File: config.mk
export PLATFORM = sky130hd
export DESIGN_NAME = api_frame_receiver
export DESIGN_NICKNAME = d
export VERILOG_FILES = /design/src/afr_pkg.sv /design/src/api_frame_receiver.sv /design/src/afr_ram.sv /design/src/afr_dp.sv /design/src/afr_ctrl.sv
export SDC_FILE = /design/constraint.sdc
export NUM_CORES = 1
export LEC_CHECK = 0
export BUFFER_PORTS_ARGS = -buffer_cell sky130_fd_sc_hd__buf_2
export CAP_MARGIN = 0
export CORE_MARGIN = 5
export CORE_UTILIZATION = 52
export CTS_BUF_LIST = sky130_fd_sc_hd__clkbuf_4 sky130_fd_sc_hd__clkbuf_8
export CTS_CLUSTER_SIZE = 8
export DETAILED_ROUTE_END_ITERATION = 6
export GPL_ROUTABILITY_DRIVEN = 0
export PLACE_DENSITY = 0.68
export SETUP_SLACK_MARGIN = 0.5
export SKIP_LAST_GASP = 1
export SYNTH_ARGS = -nofsm -noshare
export SYNTH_HDL_FRONTEND = slang
export SYNTH_SLANG_ARGS = --single-unit
File: constraint.sdc
create_clock -name clk_i -period 6.3 [get_ports clk_i]
set_input_delay 0.945 -clock clk_i [delete_from_list [all_inputs] [get_ports clk_i]]
set_output_delay 0.945 -clock clk_i [all_outputs]
set_load 0.1 [all_outputs]
File: src/afr_pkg.sv
// Shared constants, types and command/status structs for the API frame receiver.
// Used by the top level, the controller and the datapath; depends on nothing else.
`default_nettype none

package afr_pkg;

  localparam int MaxFrame     = 32;
  localparam int PayloadBytes = 8;

  localparam int AddrBytes = 8;
  localparam int AddrAt    = 4;
  localparam int PayloadAt = 14;
  localparam int NumOut    = AddrBytes + PayloadBytes;
  localparam int LenMax    = MaxFrame - 4;
  localparam int LenRx64   = 11 + PayloadBytes;

  localparam int ByteW  = 8;
  localparam int IdxW   = 5;
  localparam int AddrW  = $clog2(MaxFrame);
  localparam int PosW   = $clog2(MaxFrame + 1);
  localparam int OutDataW = 16;

  localparam logic [ByteW-1:0] Delim    = 8'h7E;
  localparam logic [ByteW-1:0] SumOk    = 8'hFF;
  localparam logic [ByteW-1:0] TypeRx64 = 8'h80;

  typedef enum logic [1:0] {
    StRx,
    StRead,
    StLoad,
    StSend
  } state_e;

  typedef struct packed {
    logic take;
    logic rd;
    logic load;
    logic advance;
  } cmd_t;

  typedef struct packed {
    logic frame_ok;
    logic out_last;
  } status_t;

endpackage

`default_nettype wire

File: src/api_frame_receiver.sv
// Top level of the API frame receiver: joins the controller and the datapath.
// Uses afr_pkg, afr_ctrl and afr_dp.
//
// The slave stream carries received serial bytes, one per request, with a
// line-error flag in tuser. Bytes are taken one per cycle while no frame is
// being read out. When the checksum byte of a good receive frame with a
// 64-bit source address is taken, the master stream gives a run of 8 address
// bytes followed by the payload bytes, the last one marked by tlast.
// After the checksum byte is taken, each result goes in order through a frame
// store read, an output register load and a send, as the single read port of
// the frame store is used once per result. While the run is out, the slave
// side is not ready; if the receiver stalls, the current result holds and the
// block waits. Reset clears the byte counter and the controller, so the parser
// hunts for a delimiter; the frame store needs no clearing, as each frame
// rewrites what it reads.
`default_nettype none

module api_frame_receiver (
  input  wire logic        clk_i,
  input  wire logic        rst_ni,
  input  wire logic        s_axis_tvalid_i,
  output logic             s_axis_tready_o,
  input  wire logic [7:0]  s_axis_tdata_i,   // [7:0] rx_byte
  input  wire logic        s_axis_tuser_i,   // [0] line_error
  output logic             m_axis_tvalid_o,
  input  wire logic        m_axis_tready_i,
  output logic [15:0]      m_axis_tdata_o,   // [7:0] out_byte, [12:8] out_index, zero above
  output logic             m_axis_tuser_o,   // [0] is_address
  output logic             m_axis_tlast_o
);

  afr_pkg::cmd_t                cmd;
  afr_pkg::status_t             status;
  logic [afr_pkg::ByteW-1:0]    out_byte;
  logic [afr_pkg::IdxW-1:0]     out_index;

  afr_ctrl u_ctrl (
    .clk_i     (clk_i),
    .rst_ni    (rst_ni),
    .s_tvalid_i(s_axis_tvalid_i),
    .m_tready_i(m_axis_tready_i),
    .status_i  (status),
    .s_tready_o(s_axis_tready_o),
    .m_tvalid_o(m_axis_tvalid_o),
    .cmd_o     (cmd)
  );

  afr_dp u_dp (
    .clk_i       (clk_i),
    .rst_ni      (rst_ni),
    .cmd_i       (cmd),
    .rx_byte_i   (s_axis_tdata_i),
    .line_error_i(s_axis_tuser_i),
    .status_o    (status),
    .out_byte_o  (out_byte),
    .out_index_o (out_index),
    .is_address_o(m_axis_tuser_o),
    .last_o      (m_axis_tlast_o)
  );

  assign m_axis_tdata_o = {
    (afr_pkg::OutDataW - afr_pkg::IdxW - afr_pkg::ByteW)'(0), out_index, out_byte
  };

endmodule

`default_nettype wire

File: src/afr_ram.sv
// Generic single-port-write, single-port-read RAM with a registered read.
// Depends on nothing.
`default_nettype none

module afr_ram #(
  parameter int Width = 8,
  parameter int Depth = 32
) (
  input  wire logic                     clk_i,
  input  wire logic                     we_i,
  input  wire logic [$clog2(Depth)-1:0] waddr_i,
  input  wire logic [Width-1:0]         wdata_i,
  input  wire logic                     re_i,
  input  wire logic [$clog2(Depth)-1:0] raddr_i,
  output logic      [Width-1:0]         rdata_o
);

  logic [Width-1:0] mem_q [Depth];

  always_ff @(posedge clk_i) begin
    if (we_i) begin
      mem_q[waddr_i] <= wdata_i;
    end
    if (re_i) begin
      rdata_o <= mem_q[raddr_i];
    end
  end

endmodule

`default_nettype wire

File: src/afr_dp.sv
// Datapath of the frame receiver: byte counter, length, running checksum,
// frame store and the output register. Uses afr_pkg and afr_ram.
`default_nettype none

module afr_dp (
  input  wire logic                      clk_i,
  input  wire logic                      rst_ni,
  input  wire afr_pkg::cmd_t             cmd_i,
  input  wire logic [afr_pkg::ByteW-1:0] rx_byte_i,
  input  wire logic                      line_error_i,
  output afr_pkg::status_t               status_o,
  output logic [afr_pkg::ByteW-1:0]      out_byte_o,
  output logic [afr_pkg::IdxW-1:0]       out_index_o,
  output logic                           is_address_o,
  output logic                           last_o
);

  logic [afr_pkg::PosW-1:0]  pos_q, pos_d, pos_inc;
  logic [afr_pkg::PosW-1:0]  len_q, len_d;
  logic [afr_pkg::ByteW-1:0] sum_q, sum_d;
  logic [afr_pkg::ByteW-1:0] type_q, type_d, type_now;
  logic [afr_pkg::IdxW-1:0]  idx_q, idx_d;
  logic                      store_en, reject, complete;
  logic [afr_pkg::AddrW-1:0] raddr;
  logic [afr_pkg::ByteW-1:0] rdata;

  always_comb begin
    reject = line_error_i
          || ((pos_q == afr_pkg::PosW'(1)) && (rx_byte_i != '0))
          || ((pos_q == afr_pkg::PosW'(2)) && (rx_byte_i > afr_pkg::ByteW'(afr_pkg::LenMax)))
          || (pos_q >= afr_pkg::PosW'(afr_pkg::MaxFrame));
    store_en = cmd_i.take && !reject
            && !((pos_q == '0) && (rx_byte_i != afr_pkg::Delim));
    pos_inc  = pos_q + afr_pkg::PosW'(1);

    // The checksum covers everything from the frame type onward.
    sum_d    = (pos_q == afr_pkg::PosW'(3)) ? rx_byte_i : sum_q + rx_byte_i;
    type_now = (pos_q == afr_pkg::PosW'(3)) ? rx_byte_i : type_q;
    complete = store_en && (pos_q >= afr_pkg::PosW'(3))
            && (pos_inc == len_q + afr_pkg::PosW'(4));

    status_o.frame_ok = complete && (sum_d == afr_pkg::SumOk)
                     && (type_now == afr_pkg::TypeRx64)
                     && (afr_pkg::ByteW'(len_q) == afr_pkg::ByteW'(afr_pkg::LenRx64));
    status_o.out_last = last_o;

    pos_d  = pos_q;
    len_d  = len_q;
    type_d = type_q;
    if (cmd_i.take) begin
      if (reject) begin
        pos_d = '0;
      end else if (store_en) begin
        pos_d = complete ? '0 : pos_inc;
        if (pos_q == afr_pkg::PosW'(2)) begin
          len_d = rx_byte_i[afr_pkg::PosW-1:0];
        end
        if (pos_q == afr_pkg::PosW'(3)) begin
          type_d = rx_byte_i;
        end
      end
    end

    idx_d = idx_q;
    if (cmd_i.take && status_o.frame_ok) begin
      idx_d = '0;
    end else if (cmd_i.advance) begin
      idx_d = idx_q + afr_pkg::IdxW'(1);
    end

    if (idx_q < afr_pkg::IdxW'(afr_pkg::AddrBytes)) begin
      raddr = afr_pkg::AddrW'(idx_q + afr_pkg::IdxW'(afr_pkg::AddrAt));
    end else begin
      raddr = afr_pkg::AddrW'(idx_q + afr_pkg::IdxW'(afr_pkg::PayloadAt - afr_pkg::AddrBytes));
    end
  end

  always_ff @(posedge clk_i or negedge rst_ni) begin
    if (!rst_ni) begin
      pos_q <= '0;
      idx_q <= '0;
    end else begin
      pos_q <= pos_d;
      idx_q <= idx_d;
    end
  end

  always_ff @(posedge clk_i) begin
    len_q  <= len_d;
    type_q <= type_d;
    if (store_en && (pos_q >= afr_pkg::PosW'(3))) begin
      sum_q <= sum_d;
    end
    if (cmd_i.load) begin
      out_byte_o   <= rdata;
      out_index_o  <= idx_q;
      is_address_o <= idx_q < afr_pkg::IdxW'(afr_pkg::AddrBytes);
      last_o       <= idx_q == afr_pkg::IdxW'(afr_pkg::NumOut - 1);
    end
  end

  afr_ram #(
    .Width(afr_pkg::ByteW),
    .Depth(afr_pkg::MaxFrame)
  ) u_store (
    .clk_i  (clk_i),
    .we_i   (store_en),
    .waddr_i(pos_q[afr_pkg::AddrW-1:0]),
    .wdata_i(rx_byte_i),
    .re_i   (cmd_i.rd),
    .raddr_i(raddr),
    .rdata_o(rdata)
  );

endmodule

`default_nettype wire

File: src/afr_ctrl.sv
// Controller of the frame receiver: hunts bytes, then reads out and sends the run.
// Uses afr_pkg; drives the datapath afr_dp through command signals.
`default_nettype none

module afr_ctrl (
  input  wire logic             clk_i,
  input  wire logic             rst_ni,
  input  wire logic             s_tvalid_i,
  input  wire logic             m_tready_i,
  input  wire afr_pkg::status_t status_i,
  output logic                  s_tready_o,
  output logic                  m_tvalid_o,
  output afr_pkg::cmd_t         cmd_o
);

  afr_pkg::state_e state_q, state_d;

  always_comb begin
    state_d = state_q;
    case (state_q)
      afr_pkg::StRx: begin
        if (s_tvalid_i && status_i.frame_ok) begin
          state_d = afr_pkg::StRead;
        end
      end
      afr_pkg::StRead: state_d = afr_pkg::StLoad;
      afr_pkg::StLoad: state_d = afr_pkg::StSend;
      afr_pkg::StSend: begin
        if (m_tready_i) begin
          state_d = status_i.out_last ? afr_pkg::StRx : afr_pkg::StRead;
        end
      end
      default: state_d = afr_pkg::StRx;
    endcase
  end

  always_comb begin
    s_tready_o    = state_q == afr_pkg::StRx;
    m_tvalid_o    = state_q == afr_pkg::StSend;
    cmd_o.take    = s_tvalid_i && (state_q == afr_pkg::StRx);
    cmd_o.rd      = state_q == afr_pkg::StRead;
    cmd_o.load    = state_q == afr_pkg::StLoad;
    cmd_o.advance = m_tready_i && (state_q == afr_pkg::StSend);
  end

  always_ff @(posedge clk_i or negedge rst_ni) begin
    if (!rst_ni) begin
      state_q <= afr_pkg::StRx;
    end else begin
      state_q <= state_d;
    end
  end

endmodule

`default_nettype wire

==> results.json <==
{
  "min_period_over_period_pct": 69.7,
  "maxCapViolations": 0,
  "irDropWorstVdd_uv": 156,
  "synth_top_family_by_area": "multiplexers",
  "synth_mux_area_share_pct": 11.1,
  "root_buffer": "clkbuf_8",
  "drtIter0Drc": 742,
  "netlist_instances": 796,
  "wl_per_cell_um": 23.9,
  "first_global_vias": 7525,
  "post-cts-setup-buffers": 0,
  "ant_nets": 0,
  "crit_path_cell_trace": "buf_2 > or4_1 > o21ai_1 > a31oi_1 > nor4b_4 > nand2_1 > nor3_1",
  "path_class": "input port to register",
  "startpoint_type": "input port",
  "die_area_sq_mm": 0.0285,
  "nets": 892,
  "yosysSeqAreaShare_pct": 71.4,
  "port_buffers": 29,
  "tns_ns": 0,
  "slew_headroom_pct": 40.5,
  "synthAdderAreaFrac_pct": 2.35,
  "dp_worst_setup_slack_ns": 1.39,
  "min_period_ns": 4.39,
  "final_util_pct": 58.3,
  "p_leak_nw": 4.82,
  "avgViaCountPerCell": 6.02,
  "syn_area_sq_mm": 0.0131,
  "ys_ff_latch": 314,
  "fin_skew_ns": 0.0149,
  "cts_tree": "yes",
  "end_kind": "register",
  "maxSlewViolCount": 0,
  "area_delta_synth_final_pct": 11.2,
  "fmax_ghz": 0.228,
  "io_pins": 33,
  "worst_slack_ns": 1.91,
  "cts_buffers": 51,
  "tightest_slew_ns": 0.888,
  "cpPeakStageDelay_ns": 0.84,
  "synth_flop_cell": "edfxtp_1",
  "cts.sinks": 314,
  "syn_avg_cell_area_sq_um": 16.5,
  "hold_viol": 0,
  "grt_pass1_wl_um": 44700,
  "required_ns": 6.49,
  "nFillCells": 1874,
  "start_util_pct": 52.4,
  "powerDensity_mw_per_mm2": 277,
  "drt-total-wl_um": 29200,
  "ys_warn_count": 0,
  "async_flop_share_pct": 4.14,
  "hold_buffers": 0,
  "cp_max_fo": 37,
  "worst-path-stages": 7,
  "synth_edf_count": 301,
  "hpwl_um": 18800,
  "synth-simple-area-share_pct": 9.01,
  "diodes": 0,
  "rows": 58,
  "cts_resized": 0,
  "ys_types": 56,
  "core_area_sq_mm": 0.0250,
  "dr.pass1.iters": 5,
  "antenna_found_initial": 1,
  "synth_compound_area_share_pct": 3.29,
  "gr-usage-all-layers_pct": 20.8,
  "critPathTopFamily": "simple AND/OR/NAND/NOR gates",
  "hold_path.class": "input port to asynchronous set/reset pin",
  "grt_setup_unrepaired": "false",
  "clockBufferDepth": 3,
  "clock_latency_ns": 0.56,
  "die_h_um": 169,
  "remaining_drc_errors": 0,
  "num_vias": 7353,
  "h-tree-depth": 2,
  "cp_slowest_cell": "nor4b_4",
  "drive_above_1_share_pct": 22.3,
  "reg2reg_depth": 8,
  "final-setup-viol-count": 0,
  "overflow": 0,
  "fp.dieW_um": 169,
  "clk_pin_slew_ns": 0.06,
  "synth-xor-area-share_pct": 1.27,
  "status": "complete, no violations",
  "critPathBufInv": 1,
  "grt_max_degree": 65,
  "power.total_w": 0.00404,
  "worstPathArrival_ns": 4.58
}
-- where the power goes --
group	switching [W]	internal [W]	leakage, nW
clock	0.000756	0.000895	0.516
sequential	0.00000237	0.00229	2.87
combinational	0.0000779	0.0000222	1.43
total	0.000836	0.00320	4.82
-- sequential cells by signal, summed over array words and instances (netlist names) --
register              cells
u_dp.pos_q                6
u_dp.last_o               1
u_dp.sum_q                8
u_dp.out_index_o          5
u_dp.is_address_o         1
u_ctrl.state_q            2
u_dp.idx_q                5
u_dp.u_store.mem_q      256
u_dp.type_q               8
u_dp.u_store.rdata_o      8
u_dp.len_q                6
u_dp.out_byte_o           8
-- final timing paths --
kind | from | slack (ns) | endpoint
max | s_axis_tdata_i[4] | 1.91 | u_dp.len_q[4]$_DFFE_PP_
min | rst_ni | 0.27 | u_dp.pos_q[3]$_DFFE_PN0P_
max reg2reg | u_dp.pos_q[0]$_DFFE_PN0P_ | 2.26 | u_dp.len_q[4]$_DFFE_PP_
min reg2reg | u_dp.u_store.rdata_o[5]$_DFFE_PN_ | 0.42 | u_dp.out_byte_o[5]$_DFFE_PN_
max in group asynchronous | rst_ni | 5.75 | u_dp.idx_q[0]$_DFFE_PN0P_
min in group clk_i | u_dp.u_store.rdata_o[5]$_DFFE_PN_ | 0.42 | u_dp.out_byte_o[5]$_DFFE_PN_
-- through the flow --
| stage | instance area (sq um) | hold slack [ns] | cells |
|---|---|---|---|
| after CTS | 14600 | 0.245 | 1221 |
| final | 14600 | 0.270 | 1221 |
| after global routing | 14600 | 0.255 | 1221 |
| after detailed placement | 13600 | 0.408 | 1132 |
| after floorplan | 13100 | 0.400 | 798 |
| after global placement | 13600 | 0.401 | 1132 |
-- cell families (layout without fill, tap and decap cells) --
kind of cell    count (synthesis)  after routing
other cells                     1              3
fa+ha+maj                      24             24
buf+inv                        48            141
simple gates                  254            254
flops                         314            314
xor+xnor                       19             19
compound gates                 70             70
mux                            66             66
-- synthesized netlist by cell type, drive strengths merged, types with 3 or more instances --
master / number / area (sq um)
a21o: 3 / 22.5
nand2b: 5 / 31.3
ha: 23 / 288
xnor2: 10 / 87.6
or3b: 3 / 26.3
a31oi: 3 / 18.8
nand3b: 3 / 22.5
and3: 5 / 31.3
buf: 15 / 78.8
dfrtp: 13 / 325
nor4: 6 / 52.6
mux4: 64 / 1440
a21oi: 13 / 65.1
nor2: 49 / 184
and2: 3 / 18.8
nand4b: 4 / 35.0
nand3: 28 / 140
inv: 12 / 45.0
nand2: 127 / 477
clkbuf: 21 / 78.8
nor3: 6 / 30.0
xor2: 9 / 78.8
nor3b: 3 / 22.5
o211ai: 9 / 67.6
o21ai: 26 / 130
edfxtp: 301 / 9040
-- final cells by class --
class	count	area [sq um]	area share [%]
Tap cell	330	413	2.83
Clock inverter	16	77.6	0.532
Timing Repair Buffer	40	228	1.56
Sequential cell	314	9370	64.2
Multi-Input combinational cell	436	3580	24.5
Inverter	12	45.0	0.309
Clock buffer	73	880	6.03
-- metal layers --
| metal | GRT usage (%) | vias to the layer above | share of wire (%) |
|---|---|---|---|
| met3 | 6.31 | 52 | 9.5 |
| met2 | 31.8 | 373 | 47 |
| met4 | 6.67 | 2 | 2.7 |
| met5 | 0 | - | 0.038 |
| li1 | - | 3201 | - |
| met1 | 29.0 | 3725 | 41 |
-- layout by cell type, fill, tap and decap left out, drive strengths merged, types with 6 or more instances in the layout --
cell / n
nor2: 49
nand3: 28
a21oi: 13
edfxtp: 301
inv: 13
clkinv: 14
nor4: 6
mux4: 64
ha: 23
xor2: 9
dfrtp: 13
xnor2: 10
o21ai: 26
nand2: 127
nor3: 6
o211ai: 9
clkbuf: 73
buf: 40
No activity file was read; power rests on OpenSTA's default activity.
